===== src/design/lppd_pkg.sv =====
// Shared types and constants for the length-prefixed packet deframer.
// No dependencies; imported by the parser, the output stage and the top level.
`timescale 1ns / 1ps

package lppd_pkg;

  // Lead bytes and header sizes
  localparam logic [7:0]  LEAD_SHORT = 8'hC1;
  localparam logic [7:0]  LEAD_LONG  = 8'hC2;
  localparam logic [15:0] HDR_SHORT  = 16'd3;
  localparam logic [15:0] HDR_LONG   = 16'd4;

  // Parser phases
  localparam logic [2:0] PH_HUNT      = 3'd0;
  localparam logic [2:0] PH_LEN_SHORT = 3'd1;
  localparam logic [2:0] PH_LEN_HIGH  = 3'd2;
  localparam logic [2:0] PH_LEN_LOW   = 3'd3;
  localparam logic [2:0] PH_BODY      = 3'd4;

  // Error codes
  localparam logic [1:0] ERR_NONE      = 2'd0;
  localparam logic [1:0] ERR_LEAD      = 2'd1;
  localparam logic [1:0] ERR_TOO_SHORT = 2'd2;
  localparam logic [1:0] ERR_TOO_LONG  = 2'd3;

  // One result item per input byte
  typedef struct packed {
    logic [7:0]  byte_out;
    logic        in_frame;
    logic        first_of_frame;
    logic        last_of_frame;
    logic        is_head_code;
    logic [15:0] frame_length;
    logic [1:0]  error_code;
  } lppd_result_t;

endpackage


===== src/design/lppd_parser.sv =====
// Frame parser: phase state, length capture and per-byte marks.
// Depends on lppd_pkg for phase codes, error codes and the result type.
`timescale 1ns / 1ps

module lppd_parser (
  input  logic                  clk,
  input  logic                  rst,
  input  logic                  accept,
  input  logic [7:0]            data_byte,
  input  logic [15:0]           max_frame_size,
  output lppd_pkg::lppd_result_t result
);
  import lppd_pkg::*;

  logic [2:0]  phase;
  logic [2:0]  phase_next;
  logic        two_byte_length;
  logic        two_byte_length_next;
  logic [15:0] length_value;
  logic [15:0] length_value_next;
  logic [15:0] bytes_seen;
  logic [15:0] bytes_seen_next;
  logic [15:0] bytes_seen_inc;
  logic [15:0] len;
  logic [1:0]  len_err;
  logic [15:0] head_pos;

  // Classify a completed length against the header size and the limit
  function automatic logic [1:0] check_length(input logic [15:0] l,
                                              input logic [15:0] hdr,
                                              input logic [15:0] lim);
    logic [1:0] e;
    begin
      e = ERR_NONE;
      if (l < hdr) begin
        e = ERR_TOO_SHORT;
      end else if (l > lim) begin
        e = ERR_TOO_LONG;
      end
      return e;
    end
  endfunction

  assign bytes_seen_inc = bytes_seen + 16'd1;
  assign head_pos       = two_byte_length ? (HDR_LONG - 16'd1) : (HDR_SHORT - 16'd1);
  assign len            = (phase == PH_LEN_SHORT) ? {8'h00, data_byte}
                                                  : {length_value[15:8], data_byte};
  assign len_err        = check_length(len, (phase == PH_LEN_SHORT) ? HDR_SHORT : HDR_LONG,
                                       max_frame_size);

  // Result and next state for the byte at the input
  always_comb begin
    result                = '0;
    result.byte_out       = data_byte;
    phase_next            = phase;
    two_byte_length_next  = two_byte_length;
    length_value_next     = length_value;
    bytes_seen_next       = bytes_seen;
    unique case (phase) inside
      PH_LEN_SHORT, PH_LEN_LOW: begin
        result.frame_length = len;
        result.error_code   = len_err;
        if (len_err != ERR_NONE) begin
          phase_next = PH_HUNT;
        end else begin
          result.in_frame   = 1'b1;
          length_value_next = len;
          bytes_seen_next   = (phase == PH_LEN_SHORT) ? 16'd2 : 16'd3;
          phase_next        = PH_BODY;
        end
      end
      PH_LEN_HIGH: begin
        length_value_next = {data_byte, 8'h00};
        bytes_seen_next   = 16'd2;
        result.in_frame   = 1'b1;
        phase_next        = PH_LEN_LOW;
      end
      PH_BODY: begin
        result.in_frame     = 1'b1;
        result.frame_length = length_value;
        result.is_head_code = (bytes_seen == head_pos);
        bytes_seen_next     = bytes_seen_inc;
        if (bytes_seen_inc >= length_value) begin
          result.last_of_frame = 1'b1;
          phase_next           = PH_HUNT;
        end
      end
      default: begin
        phase_next = PH_HUNT;
        if (data_byte == LEAD_SHORT || data_byte == LEAD_LONG) begin
          result.in_frame       = 1'b1;
          result.first_of_frame = 1'b1;
          two_byte_length_next  = (data_byte == LEAD_LONG);
          length_value_next     = '0;
          bytes_seen_next       = 16'd1;
          phase_next            = (data_byte == LEAD_LONG) ? PH_LEN_HIGH : PH_LEN_SHORT;
        end else begin
          result.error_code = ERR_LEAD;
        end
      end
    endcase
  end

  // Advance state on each transfer
  always_ff @(posedge clk) begin
    if (rst) begin
      phase           <= PH_HUNT;
      two_byte_length <= 1'b0;
      length_value    <= '0;
      bytes_seen      <= '0;
    end else if (accept) begin
      phase           <= phase_next;
      two_byte_length <= two_byte_length_next;
      length_value    <= length_value_next;
      bytes_seen      <= bytes_seen_next;
    end
  end

  // Inside a frame body the count never reaches the length
  a_body_count: assert property (@(posedge clk) disable iff (rst)
    phase == PH_BODY |-> bytes_seen < length_value)
    else $error("body byte count reached frame length");

  // A delivered last byte sends the parser back to hunting
  a_last_hunts: assert property (@(posedge clk) disable iff (rst)
    accept && result.last_of_frame |=> phase == PH_HUNT)
    else $error("parser not hunting after last byte");

  // State moves only on a transfer
  a_hold: assert property (@(posedge clk) disable iff (rst)
    !accept |=> $stable(phase) && $stable(bytes_seen))
    else $error("parser state moved without a transfer");

endmodule


===== src/design/lppd_out_stage.sv =====
// Output register with a skid entry, so the input side is decoupled from stalls.
// Depends on lppd_pkg for the result type.
`timescale 1ns / 1ps

module lppd_out_stage (
  input  logic                  clk,
  input  logic                  rst,
  input  logic                  in_valid,
  output logic                  in_ready,
  input  lppd_pkg::lppd_result_t in_data,
  output logic                  out_valid,
  input  logic                  out_ready,
  output lppd_pkg::lppd_result_t out_data
);
  import lppd_pkg::*;

  logic         skid_valid;
  lppd_result_t skid_data;
  logic         out_free;

  assign in_ready = !skid_valid;
  assign out_free = out_ready || !out_valid;

  // Valid flags
  always_ff @(posedge clk) begin
    if (rst) begin
      out_valid  <= 1'b0;
      skid_valid <= 1'b0;
    end else if (out_free) begin
      out_valid  <= skid_valid || in_valid;
      skid_valid <= 1'b0;
    end else if (in_valid && in_ready) begin
      skid_valid <= 1'b1;
    end
  end

  // Payload: refill output from skid first, else take the new transfer
  always_ff @(posedge clk) begin
    if (out_free) begin
      if (skid_valid) begin
        out_data <= skid_data;
      end else if (in_valid) begin
        out_data <= in_data;
      end
    end else if (in_valid && in_ready) begin
      skid_data <= in_data;
    end
  end

  a_skid_behind_out: assert property (@(posedge clk) disable iff (rst)
    skid_valid |-> out_valid)
    else $error("skid entry held with empty output register");

  a_skid_drains: assert property (@(posedge clk) disable iff (rst)
    skid_valid && out_ready |=> !skid_valid && out_valid)
    else $error("skid entry not moved to output");

  a_stall_fills: assert property (@(posedge clk) disable iff (rst)
    out_valid && !out_ready && in_valid && in_ready |=> skid_valid)
    else $error("transfer during stall not captured");

endmodule


===== src/design/length_prefixed_packet_deframer.sv =====
// Top level of the length-prefixed packet deframer.
// Depends on lppd_pkg, lppd_parser and lppd_out_stage.
//
// Usage:
//   Bytes of the received stream enter on s_tvalid/s_tready/s_tdata, one per
//   transfer. A frame opens with lead byte 0xC1 (one-byte length) or 0xC2
//   (two-byte big-endian length); the length counts the whole frame.
//   Every input byte yields exactly one output transfer on the m_ channel:
//   the byte and the frame length in m_tdata, the end-of-frame mark in
//   m_tlast, and the in-frame, first, head-code and error marks in m_tuser.
//   Each result item is registered in the output stage before m_tvalid; one
//   byte per cycle is sustained while the receiver does not stall.
//   The cfg channel writes max_frame_size; it is always ready. The user is to
//   write it only while no bytes are in flight; the block does not enforce it.
//   Reset puts the parser in hunting, empties the output stage and loads
//   max_frame_size with MAX_FRAME.
//   When the receiver stalls, one more byte is taken into a skid entry, then
//   s_tready drops until the output register is taken.
`timescale 1ns / 1ps

module length_prefixed_packet_deframer #(
  parameter int MAX_FRAME = 4096
) (
  input  logic        clk,
  input  logic        rst,
  // Input bytes
  input  logic        s_tvalid,
  output logic        s_tready,
  input  logic [7:0]  s_tdata,   // [7:0] data_byte
  // Result items
  output logic        m_tvalid,
  input  logic        m_tready,
  output logic [23:0] m_tdata,   // [7:0] byte_out, [23:8] frame_length
  output logic        m_tlast,   // last_of_frame
  output logic [4:0]  m_tuser,   // [0] in_frame, [1] first_of_frame, [2] is_head_code,
                                 // [4:3] error_code
  // Configuration write
  input  logic        cfg_valid,
  output logic        cfg_ready,
  input  logic [15:0] cfg_data   // max_frame_size
);
  import lppd_pkg::*;

  logic [15:0]  max_frame_size;
  logic         accept;
  lppd_result_t parse_result;
  lppd_result_t out_result;

  assign cfg_ready = 1'b1;
  assign accept    = s_tvalid && s_tready;

  // Hold the frame size limit
  always_ff @(posedge clk) begin
    if (rst) begin
      max_frame_size <= 16'(MAX_FRAME);
    end else if (cfg_valid && cfg_ready) begin
      max_frame_size <= cfg_data;
    end
  end

  lppd_parser u_parser (
    .clk            (clk),
    .rst            (rst),
    .accept         (accept),
    .data_byte      (s_tdata),
    .max_frame_size (max_frame_size),
    .result         (parse_result)
  );

  lppd_out_stage u_out (
    .clk       (clk),
    .rst       (rst),
    .in_valid  (s_tvalid),
    .in_ready  (s_tready),
    .in_data   (parse_result),
    .out_valid (m_tvalid),
    .out_ready (m_tready),
    .out_data  (out_result)
  );

  // Pack result fields onto the stream ports
  assign m_tdata = {out_result.frame_length, out_result.byte_out};
  assign m_tlast = out_result.last_of_frame;
  assign m_tuser = {out_result.error_code, out_result.is_head_code,
                    out_result.first_of_frame, out_result.in_frame};

endmodule

===== config.mk =====
export PLATFORM = sky130hd
export DESIGN_NAME = length_prefixed_packet_deframer
export DESIGN_NICKNAME = d
export VERILOG_FILES = /design/src/design/lppd_pkg.sv /design/src/design/lppd_parser.sv /design/src/design/lppd_out_stage.sv /design/src/design/length_prefixed_packet_deframer.sv
export SDC_FILE = /design/constraint.sdc
export NUM_CORES = 1
export LEC_CHECK = 0
export BUFFER_PORTS_ARGS = -buffer_cell sky130_fd_sc_hd__buf_4
export CAP_MARGIN = 10
export CORE_MARGIN = 5
export CORE_UTILIZATION = 42
export CTS_BUF_LIST = sky130_fd_sc_hd__clkbuf_16
export DETAILED_ROUTE_END_ITERATION = 7
export GPL_TIMING_DRIVEN = 0
export PLACE_DENSITY_LB_ADDON = 0.08
export SYNTH_ARGS = -nofsm -noshare
export SYNTH_HDL_FRONTEND = slang
export SYNTH_SLANG_ARGS = --single-unit

===== constraint.sdc =====
create_clock -name clk -period 6.2 [get_ports clk]
set_input_delay 0.93 -clock clk [delete_from_list [all_inputs] [get_ports clk]]
set_output_delay 0.93 -clock clk [all_outputs]
set_load 0.02 [all_outputs]

==> After elaboration in Yosys (flattened, before gate mapping) <==
Index checks and enable logic that the tools add are counted.
{ "op_classes": {"add_sub_neg": 1, "magnitude_cmp": 3, "eq_ne": 9, "muxes": 28, "bitwise": 3, "reduce_logical": 20} }
{ "ops": {"columns": ["cell", "count"], "rows": [
  ["case mux 16 bit (3 select lines)", 2],
  ["two-way mux 16 bit", 5],
  ["two-way mux 30 bit", 2],
  ["case mux 16 bit (2 select lines)", 1],
  ["adder 16 x 1 -> 16 bit, second input constant", 1],
  ["== test 16 bit", 1],
  ["== test 8 bit, second input constant", 2],
  ["greater-or-equal comparator 16 bit", 1],
  ["> comparator 16 bit", 1],
  ["less-than comparator 16 bit", 1],
  ["two-way mux 3 bit", 4],
  ["two-way mux 2 bit", 5],
  ["case mux 3 bit (3 select lines)", 1],
  ["== test 3 x 2 -> 1 bit, second input constant", 2],
  ["two-way mux 1 bit", 6],
  ["AND reduction 2 bit", 3],
  ["AND reduction 3 bit", 2],
  ["OR reduction 2 bit", 3],
  ["inequality test 2 bit, second input constant", 2],
  ["case mux 2 bit (2 select lines)", 1],
  ["AND reduction 4 bit", 1],
  ["nonzero test 2 bit", 2],
  ["nonzero test 4 bit", 1],
  ["OR reduction 4 bit", 1],
  ["other kinds (8)", 13]
]} }
{ "totals": {"reg_bits": 114, "output_inout_bits": 33} }

==> Logic depth before layout (Yosys ltp) <==
Gate-level depths: netlist of the first run.
{ "logic_depth": {"ltp_word": 10, "ltp_mapped": 15, "ltp_nobuf": 14} }

==> Cells and area by module <==
A second synthesis of the first run with hierarchy kept.
{ "hier_totals": {"hier_cells": 585, "area_unflattened_um2": 6189.7} }
{ "modules_own_cells": {"columns": ["module", "n_inst", "cells_each", "area_per_inst_um2"], "rows": [
  ["lppd_parser", 1, 427, 3211.8],
  ["lppd_out_stage", 1, 103, 2378.5],
  ["length_prefixed_packet_deframer", 1, 55, 599.3]
]} }

==> Worst setup path before layout of the first run <==
OpenSTA, ideal clock, no wires.
{ "synth_timing": {"path_kind": "reg-to-reg", "from": "register u_parser.phase[0]", "to": "register u_parser.length_value[1]", "arrival_ns": 2.936, "required_time_ns": 6.083, "slack_ns": 3.147, "stages_incl_launch_ff": 14, "path_buffers": 0, "path_cell_list": "dfxtp_1 inv_1 nor2_2 nand2_1 inv_2 nor2_1 ha_1 nand4_1 nor4_1 a21boi_0 or4b_1 a21oi_2 o221ai_2 a32o_1"} }
{ "synth_via": {"elab_chain_cells": 8} }
{ "synth_rtl": {"columns": ["element", "line", "text"], "rows": [
  ["start, declared", "lppd_parser.sv:15", "logic [2:0] phase;"],
  ["start signal, assigned", "lppd_parser.sv:112", "phase <= phase_next;"],
  ["== test 3 x 1 -> 1 bit", "lppd_parser.sv:46, lppd_parser.sv:48", null],
  ["two-way mux 16 bit", "lppd_parser.sv:46", "assign len = (phase == PH_LEN_SHORT) ? {8'h00, data_byte}"],
  ["> comparator 16 bit", "lppd_parser.sv:37", "end else if (l > lim) begin"],
  ["two-way mux 2 bit", "lppd_parser.sv:37", null],
  ["two-way mux 2 bit", "lppd_parser.sv:35", "if (l < hdr) begin"],
  ["nonzero test 2 bit", "lppd_parser.sv:63", "if (len_err != ERR_NONE) begin"],
  ["inequality test 2 bit (no line)", null, null],
  ["AND reduction 4 bit (no line)", null, null],
  ["end signal, assigned", "lppd_parser.sv:114", "length_value <= length_value_next;"],
  ["end, declared", "lppd_parser.sv:19", "logic [15:0] length_value;"]
]} }
Parallel ways exist; a longest one is shown, timed or not.
A chain may end at the register's enable or synchronous reset.

==> Final worst setup path of the first run <==
{ "layout_timing": {"from": "register u_parser.phase[0]", "to": "register u_parser.length_value[5]"} }
The elaborated chain is that of the path after synthesis.

==> results of run 1 <==
[registers in the layout, summed over array words and instances (netlist names)]
register and flops:
u_parser.two_byte_length 1, max_frame_size 16, u_out.out_valid 1, u_out.skid_valid 1, u_out.skid_data 30, u_parser.phase 3, u_parser.bytes_seen 16, u_parser.length_value 16
u_out.out_data 30
[stage by stage]
stage	instance area [sq um]	power, mW	setup slack [ns]	hold WS, ns
floorplan	5700	0.914	3.15	0.460
global placement	6350	0.968	2.47	0.478
detailed placement	6360	0.971	2.47	0.483
CTS	6960	1.96	2.44	0.495
global route	6990	2.01	2.18	0.510
finish	6990	1.94	2.43	0.493
[per-layer routing]
layer | global-route usage [%] | vias to the layer above
met5 | 0 | -
met4 | 7.57 | 0
met3 | 4.33 | 17
met2 | 27.8 | 88
met1 | 21.9 | 1967
li1 | - | 2093
[worst register-to-register path, delay by kind of cell, from the launching register on]
family          cells  cell delay [ns]
flops               1             0.34
simple gates        6             1.55
compound gates      4             1.21
fa+ha+maj           1             0.30
buf+inv             2             0.28
[worst max path at each step]
stage                                   startpoint                               endpoint  slack (ns)  depth (start not counted)
floorplan                               s_tdata[0]  u_parser.length_value[1]$_SDFFE_PP0P_        3.15                         10
global placement                        s_tdata[0]  u_parser.length_value[6]$_SDFFE_PP0P_        2.47                         11
detailed placement  u_parser.phase[0]$_SDFFE_PP0P_  u_parser.length_value[5]$_SDFFE_PP0P_        2.47                         13
CTS                 u_parser.phase[0]$_SDFFE_PP0P_  u_parser.length_value[5]$_SDFFE_PP0P_        2.44                         13
global route        u_parser.phase[0]$_SDFFE_PP0P_  u_parser.length_value[7]$_SDFFE_PP0P_        2.18                         13
finish              u_parser.phase[0]$_SDFFE_PP0P_  u_parser.length_value[5]$_SDFFE_PP0P_        2.43                         13
[cell type report]
cell class / count / area, sq um / share of cell area [%]
Sequential cell: 114 / 2880 / 41.3
Multi-Input combinational cell: 355 / 2550 / 36.4
Timing Repair Buffer: 59 / 463 / 6.63
Clock buffer: 17 / 425 / 6.09
Tap cell: 176 / 220 / 3.15
Clock inverter: 14 / 171 / 2.45
Inverter: 41 / 154 / 2.20
Buffer: 27 / 123 / 1.76
[synth_stat cells (2+ instances only)]
cell type   n
a211oi_1    4
a21boi_0    2
a21oi_1    22
a21oi_2     2
a22o_1     10
a32o_1     16
and2_1     11
and3_1      6
buf_2       2
buf_6       2
clkbuf_1   22
dfxtp_1    54
edfxtp_1   60
ha_1       35
inv_1      40
mux2_2     26
mux2i_1    16
nand2_1    38
nand2b_1    2
nand3_1    15
nand4_1     7
nor2_1     49
nor2b_1     3
nor3_1      9
nor4_1      7
o211ai_1    2
o21ai_0    27
o21ba_1     2
o21bai_1    2
o31ai_1     4
or3_1       3
xnor2_1    10
xor2_1      6
[power groups by stage]
stage	combinational, mW	sequential [mW]	clock, mW
6_report	0.130	0.827	0.983
2_1_floorplan	0.0571	0.857	0
3_3_place_gp	0.126	0.842	0
3_5_place_dp	0.128	0.843	0
4_1_cts	0.129	0.827	1.00
5_1_grt	0.143	0.828	1.04
[cells by family (layout without fill, tap and decap cells)]
group	count (synthesis)	in the layout
XOR/XNOR	16	16
flip-flops	114	114
AND/OR/NAND/NOR	159	159
AO/OA/AOI/OAI	101	101
multiplexers	42	42
other	1	1
adder cells (fa/ha/maj)	36	36
buffers and inverters	68	158
==> flow_results.org, run 1 <==
** Final layout
- The final layout contains 679 nets.
- Leaving out fill and tap cells, the most frequent cell in the layout is edfxtp_1.
- From synthesis to final layout, the design area changed by 22.6%.
- Post-route core utilization :: between 50% and 60%
- Most frequent cells in the layout :: edfxtp_1 (60), buf_4 (59), dfxtp_1 (54)
- Antenna diode count :: 0
- Fill cells in the final layout number 1217.
- Final cell count without fillers :: 803
- Cells with a size suffix above 1 make up 20.9% of the layout.

** Die
- Total I/O pin count :: 62
- Measured along the y axis, the die boundary spans approximately 130 microns.
- Overall die area :: 16000 sq um
- Measured along the x axis, the die boundary spans 126 microns.
- The core region is 13300 sq um.
- Number of rows created at floorplan :: 42
- The initial utilization of the core area, before any placement, comes to 42.9%.

** Timing
- The worst path uses 60.8% of the clock period.
- For the final database, setup skew stands at 0.00478 ns.
- Transition time at the pin with the least slew margin :: 0.858 ns
- Final hold vios :: 0
- Setup_tns :: 0 ns
- Final setup fails :: 0
- Fmax :: ~270 MHz
- Headroom to the max-slew limit came out at 42.3%.
- The final max-slew violation count was 0.
- Counting I/O delays and the setup requirement, the final critical path takes 3.77 ns.
- Unrepaired setup endpoints after global routing :: false

** Logic synthesis
- Of the total synthesized cell area, the portion taken by XOR and XNOR cells is 2.46%.
- Synthesis produced a netlist with a net count of 601.
- The synthesized design spends more area on one cell type than any other, namely edfxtp_1.
- Post-synthesis share of cell area spent on full adders, half adders and majority gates :: under 10%
- Combined area of all synthesized cells :: 5700 sq um
- The synthesized design contains 114 register bits.
- Yosys mapped a number of flops with a built-in enable equal to 60.
- Complex-gate fraction of the synthesized area :: 12.7%
- FFs w/ async S/R, synth :: 0%
- Number of distinct library cells after synthesis :: 54
- Multiplexer fraction of the synthesized cell area :: 7.95%
- After synthesis, the largest family of logic cells by area is simple AND/OR/NAND/NOR gates.
- Simple-gate share of the synthesized area :: 13.5%
- Gate count after technology mapping :: 537
- For this run, the leading register cell type out of synthesis is edfxtp_1.
- Sequential element share of the synthesized area :: around half
- By area the synthesized netlist is led by edfxtp_1 (32%), dfxtp_1 (19%), ha_1 (7.7%).
- Post-synth top area share :: 31.6%
- Dividing the synthesized area by the synthesized cell count gives around 11 sq um.
- Total number of yosys warnings :: 0

** Critical path
- Startpoint types :: flip-flop
- At the worst endpoint, the arrival time is 4.06 ns.
- On the critical path, the stage with the largest delay is an instance of or4b_1.
- Together, buffers and inverters on the worst path number 2.
- For the worst setup path, the data required time is 6.50 ns.
- The largest single stage delay on the critical path is 0.64 ns.
- The worst setup path is captured at a flip-flop.
- Worst setup path category :: reg -> reg
- On the critical path the largest part of the delay comes from simple AND/OR/NAND/NOR gates.
- Critical-path cell list :: inv_1 -> nor2_2 -> nand2_1 -> inv_2 -> nor2_1 -> ha_1 -> nand4_1 -> nor4_1 -> a21boi_0 -> or4b_1 -> a21oi_2 -> o221ai_2 -> a32o_1
- Of all nets on the critical path, the largest fanout is 10.
- Reg2Reg Setup Slack :: between 2 and 2.5 ns
- Beginning of the worst register-to-register path :: u_parser.phase[0]$_SDFFE_PP0P_
- The endpoint identified for the worst register-to-register timing path is u_parser.length_value[5]$_SDFFE_PP0P_.
- For the worst flop-to-flop path, the logic depth is 13.

** Worst hold path
- Hold Crit Depth :: 1
- WHS Endpoint :: u_parser.length_value[6]$_SDFFE_PP0P_
- The worst hold path belongs to the class reg -> reg.
- In this run the most critical hold path is launched from u_parser.length_value[6]$_SDFFE_PP0P_.

** Global route
- Antenna violations before repair :: 0
- The first global-routing pass estimated ~22 mm of wire.
- After global routing the overflow that remains totals 0.
- Pin count of the biggest net entering global routing :: 31
- The number of global-route vias before repair came to 4202.
- GRT Util Overall :: 17.2%

** Power
- Register share of total power :: 42.6%
- Across the VDD grid, the largest voltage drop is 141 uV.
- Internal power comes to 1.53 mW.
- Clock power frac :: about half
- Switching power total :: 407 uW
- Net switching is 21.0% of the power.
- Dividing total power by cell area gives a power density of 278 nW/um^2.
- Combinational share of power :: 6.7%
- In this run the static leakage power is 2.79 nW.

** Routing
- The final layout contains routed wiring with a total length of around 13 mm.
- In the final routed layout, each cell accounts on average for 16.7 microns.
- In this run the top signal layer used is met4.
- Iter 0 DRT Violations :: slightly below 300
- After detailed routing, the number of remaining DRC violations is 0.
- After detailed routing, the number of vias per cell comes to 5.19.
- Detailed route wirelength on metal2 :: 6.42 mm
- The detailed router put a total of just over 6 mm of wire on met1.
- Once detail routing completed, the nets flagged for antenna violations numbered 0.
- Across all layers, the routed design uses 4165 vias.
- Before antenna repair, the detailed router went through 5 iterations.
- In the detailed route, the total length drawn on met3 is 632 microns.

** Clock tree
- Once the clock tree was built, the setup fixing pass inserted 0 buffers.
- The clock tree synthesis step divided the H-tree into 4 levels.
- Root cell of the clock tree :: clkbuf_16
- Clock Sinks :: roughly 110
- In this run the deepest clock path goes through 2 buffers.
- In this run, CTS created clock tree buffers numbering 17.
- Clock latency of the later-clocked register in the worst-skew pair :: 0.41 ns
- Gates resized, CTS repair :: 0
- The number of hold buffers added after CTS was 0.
- Clock-pin slew reported for the worst setup and hold paths after clock tree synthesis :: 0.05 ns
- TritonCTS built the clock tree.

** Status
- Outcome :: finished, final reports clean

** Placed design
- Placed instance count :: 771
- At the end of routability-driven placement, the weighted congestion stood at 0.885.
- Port buffering added slightly below 60 buffers.
- The wire-length estimate of the detail-placed layout is 10.0 mm.

** Run
- Max-cap violation count :: 0
No activity file was read; power rests on OpenSTA's default activity.
==> run 2, diff against run 1 <==
--- a/config.mk
+++ b/config.mk
@@ -5,6 +5,7 @@
 export SDC_FILE = /design/constraint.sdc
 export NUM_CORES = 1
 export LEC_CHECK = 0
+export ABC_AREA = 1
 export BUFFER_PORTS_ARGS = -buffer_cell sky130_fd_sc_hd__buf_4
 export CAP_MARGIN = 10
 export CORE_MARGIN = 5
==> constraint.sdc (replaced) <==
create_clock -name clk -period 3.7 [get_ports clk]
set_input_delay 0.555 -clock clk [delete_from_list [all_inputs] [get_ports clk]]
set_output_delay 0.555 -clock clk [all_outputs]
set_load 0.02 [all_outputs]
==> flow_results.org, run 2 <==
** Logic synthesis
- edfxtp_1 takes more of the synthesized area than any other cell.
- Number of nets produced by synthesis :: 833
- Number of distinct library cells after synthesis :: 35
- After synthesis, the mean cell area works out to just over 8 sq um.
- For this run, the number of Yosys warnings is 0.
- In this run, synthesis inferred 60 flip-flops with an integrated enable.
- Total of flip-flops plus latches after synthesis :: 114
- The mapped netlist covers 6200 sq um.
- The top cell type by area accounts for 29.1% of the synthesized area.
- Synthesis produced a netlist whose cell count is between 700 and 800.
- FFs w/ async S/R, synth :: 0%
- Primary FF master, synth :: edfxtp_1
- Top cells by area in the synthesized netlist :: edfxtp_1 (29%), dfxtp_1 (17%), nand2_1 (11%)
- Count leader, synth :: nand2_1
- Summing the sequential cell areas from Yosys gives 46.5% of the chip area.
- By count the netlist is led by nand2_1 (185), inv_1 (109), nor2_1 (73), edfxtp_1 (60), dfxtp_1 (54).

** Die
- Number of rows created at floorplan :: 44
- The core region is 14500 sq um.
- From bottom edge to top edge, the die measures 131 microns.
- Starting density of the core :: 42.8%
- Total I/O pin count :: 62
- The die covers 17300 sq um.
- In this run the horizontal extent of the chip is 131 microns.

** Power
- Post-route total power :: roughly 3.5 mW
- Combinational cells account for 14.7% of the total power.
- The analysis attributes to cell leakage a power of 3.34 nW.
- Switching power total :: 928 uW
- Power spread over the standard cell area amounts to about 470 nW/um^2.
- Cell internal power was estimated by the tool at 2.62 mW.
- VDD sags by at most 325 uV.
- Fraction of power spent switching nets :: roughly a quarter
- Register share of total power :: roughly 40%
- The clock network burns 45.0% of the power.

** Timing
- Fmax :: around 320 MHz
- Max-slew headroom :: 43.2%
- The number of hold violations in the final report was 0.
- Setup clock skew after layout :: 0.00727 ns
- Hold is met by 0.364 ns.
- Final setup fails :: 0
- Transition time at the pin with the least slew margin :: 0.850 ns
- Unrepaired setup endpoints after global routing :: false
- Post-layout minimum cycle time :: 3.09 ns
- The final max-slew violation count was 0.
- Final period util :: between 80% and 90%

** Critical path
- Data arrival at the endpoint of the critical path :: about 3.4 ns
- Critical-path cell list :: nand3_1 -> nor3_1 -> nand3_1 -> nor2_1 -> xor2_1 -> inv_1 -> ha_1 -> nand3_1 -> nor3_1 -> nand3_1 -> nand3_1 -> nand2_1 -> o21ai_0
- Along the worst path, the maximum fanout reaches 6.
- At the worst endpoint, the required time is 3.95 ns.
- By startpoint and endpoint, the worst setup path is classified as reg -> reg.
- The largest single stage delay on the critical path is ~0.45 ns.
- Most used cell along the critical path :: nand3_1
- STA classifies the critical path startpoint as a flip-flop.
- Slowest-stage cell, CP :: dfxtp_1
- Setup crit end kind :: flip-flop

** Routing
- In this run the remaining antenna-violating nets after routing total 0.
- The routed layout has 5233 vias.
- Iter 0 DRT Violations :: 263
- For this run, design rule violations remaining after detail routing come to 0.
- Dividing the detail-routed wire length by the instance count gives roughly 15 microns.
- Routed WL :: roughly 16 mm
- DR vias/cell :: between 5 and 6
- First-pass iteration count of the detailed router :: 5

** Clock tree
- Post-CTS setup buffer count :: 0
- Clock Sinks :: between 100 and 150
- The H-tree generated during clock tree synthesis spans 4 levels.
- CTS tree :: yes
- Post-CTS Hold Fix Bufs :: 0
- For the worst-skew pair, the clock arrives at the later sink with an insertion delay of roughly 0.4 ns.
- Maximum count of clock buffers along a single path :: 2
- After clock tree synthesis, the clock-pin slew on the worst setup and hold paths is 0.05 ns.
- Gates resized, CTS repair :: 0
- Counting the buffers created by CTS gives 17.
- CTS placed an instance of clkbuf_16 at the clock tree root.

** Run
- Across the run, the number of max-cap violations was 0.

** Final layout
- Biggest registers after layout :: u_out.out_data (30), u_out.skid_data (30)
- Compared with the post-synthesis result, the final layout area differs by 20.9%.
- Antenna diode count :: 0
- The final layout contains 913 nets.
- Leaving out fill and tap cells, the most frequent cell in the layout is nand2_1.
- Ratio of cells with drive above 1 in the final layout :: between 15 and 20%
- Most frequent cells in the layout :: nand2_1 (185), inv_1 (114), nor2_1 (71)

** Global route
- For this run, global-route usage on met3 was measured as 4.05%.
- M1 GR Usage :: 23.8%
- The initial antenna violation count came to 0.
- Vias in the first global route :: 5065
- Grt total ovfl :: 0
- Pin count of the biggest net entering global routing :: 31
- The first global-routing pass estimated 25.8 mm of wire.
- GRT Util Overall :: between 15 and 20%
- Met2 routing resource usage after global routing :: 30.2%
- After global routing, the most crowded layer is met2.

** Placed design
- At the end of routability-driven placement, the weighted congestion stood at ~0.93.
- Input and output buffers added on the ports amount to 60.
- After legalization and detailed placement, the total HPWL measured 12.2 mm.

** Worst hold path
- Hold WC Path Type :: in -> reg

** Status
- Outcome :: finished, final reports clean
-- run 2: power groups by stage --
stage	logic (mW)	clock network [mW]	registers (mW)
finish	0.521	1.60	1.43
global route	0.586	1.68	1.43
CTS	0.524	1.63	1.43
detailed placement	0.521	0	1.46
global placement	0.504	0	1.46
floorplan	0.308	0	1.48
-- run 2: worst max-delay path: cells and delay by family, from the launching register on --
family / cells / cell delay, ns
DFF: 1 / 0.45
AOI/OAI and AO/OA: 1 / 0.17
buffers and inverters: 1 / 0.06
adders and majority gates: 1 / 0.29
xor gates and xnor gates: 1 / 0.20
and+or+nand+nor: 9 / 1.78
-- run 2: per-stage QoR --
| step | cells | utilization [%] | instance area (sq um) | TNS (ns) | worst slack (ns) |
|---|---|---|---|---|---|
| final | 1046 | 51.8 | 7500 | 0 | 0.609 |
| after global routing | 1046 | 51.8 | 7500 | 0 | 0.223 |
| after CTS | 1046 | 51.8 | 7500 | 0 | 0.564 |
| after detailed placement | 1014 | 47.8 | 6920 | 0 | 0.575 |
| after global placement | 1013 | 47.5 | 6880 | -8.30 | -0.279 |
| after floorplan | 769 | - | 6200 | 0 | 0.680 |
-- run 2: layer usage --
layer	share of wire, %	up-vias
met3	4.7	22
met4	1.9	0
met5	0	-
met1	46	2406
met2	47	136
li1	-	2669
-- run 2: area by class of cell --
type / count / area, sq um
clock buffers: 17 / 425
plain buffers: 29 / 158
clock inverters: 15 / 154
well taps: 184 / 230
inverters: 117 / 439
fillers: 1392 / 6980
multi-input cells: 509 / 2730
repair buffers: 61 / 478
flip-flops and latches: 114 / 2880
-- run 2: path summary, 6_finish.rpt --
check / startpoint / end / slack (ns) / cells past startpoint
setup reg to reg: u_parser.bytes_seen[0]$_SDFFE_PP0P_ / u_out.out_data[19]$_DFFE_PP_ / 0.61 / 13
setup / recovery: u_parser.bytes_seen[0]$_SDFFE_PP0P_ / u_out.out_data[19]$_DFFE_PP_ / 0.61 / 13
hold reg to reg: max_frame_size[4]$_SDFFE_PP0P_ / max_frame_size[4]$_SDFFE_PP0P_ / 0.46 / 2
hold / removal: s_tdata[0] / u_out.skid_data[22]$_DFFE_PP_ / 0.36 / 1
-- run 2: logic make-up after synthesis --
logic type | synth area share, %
DFF | 46.5
adders and majority gates | 7.06
other | 0.0605
xor gates and xnor gates | 1.41
AOI/OAI and AO/OA | 9.91
buffers and inverters | 9.63
and+or+nand+nor | 25.4
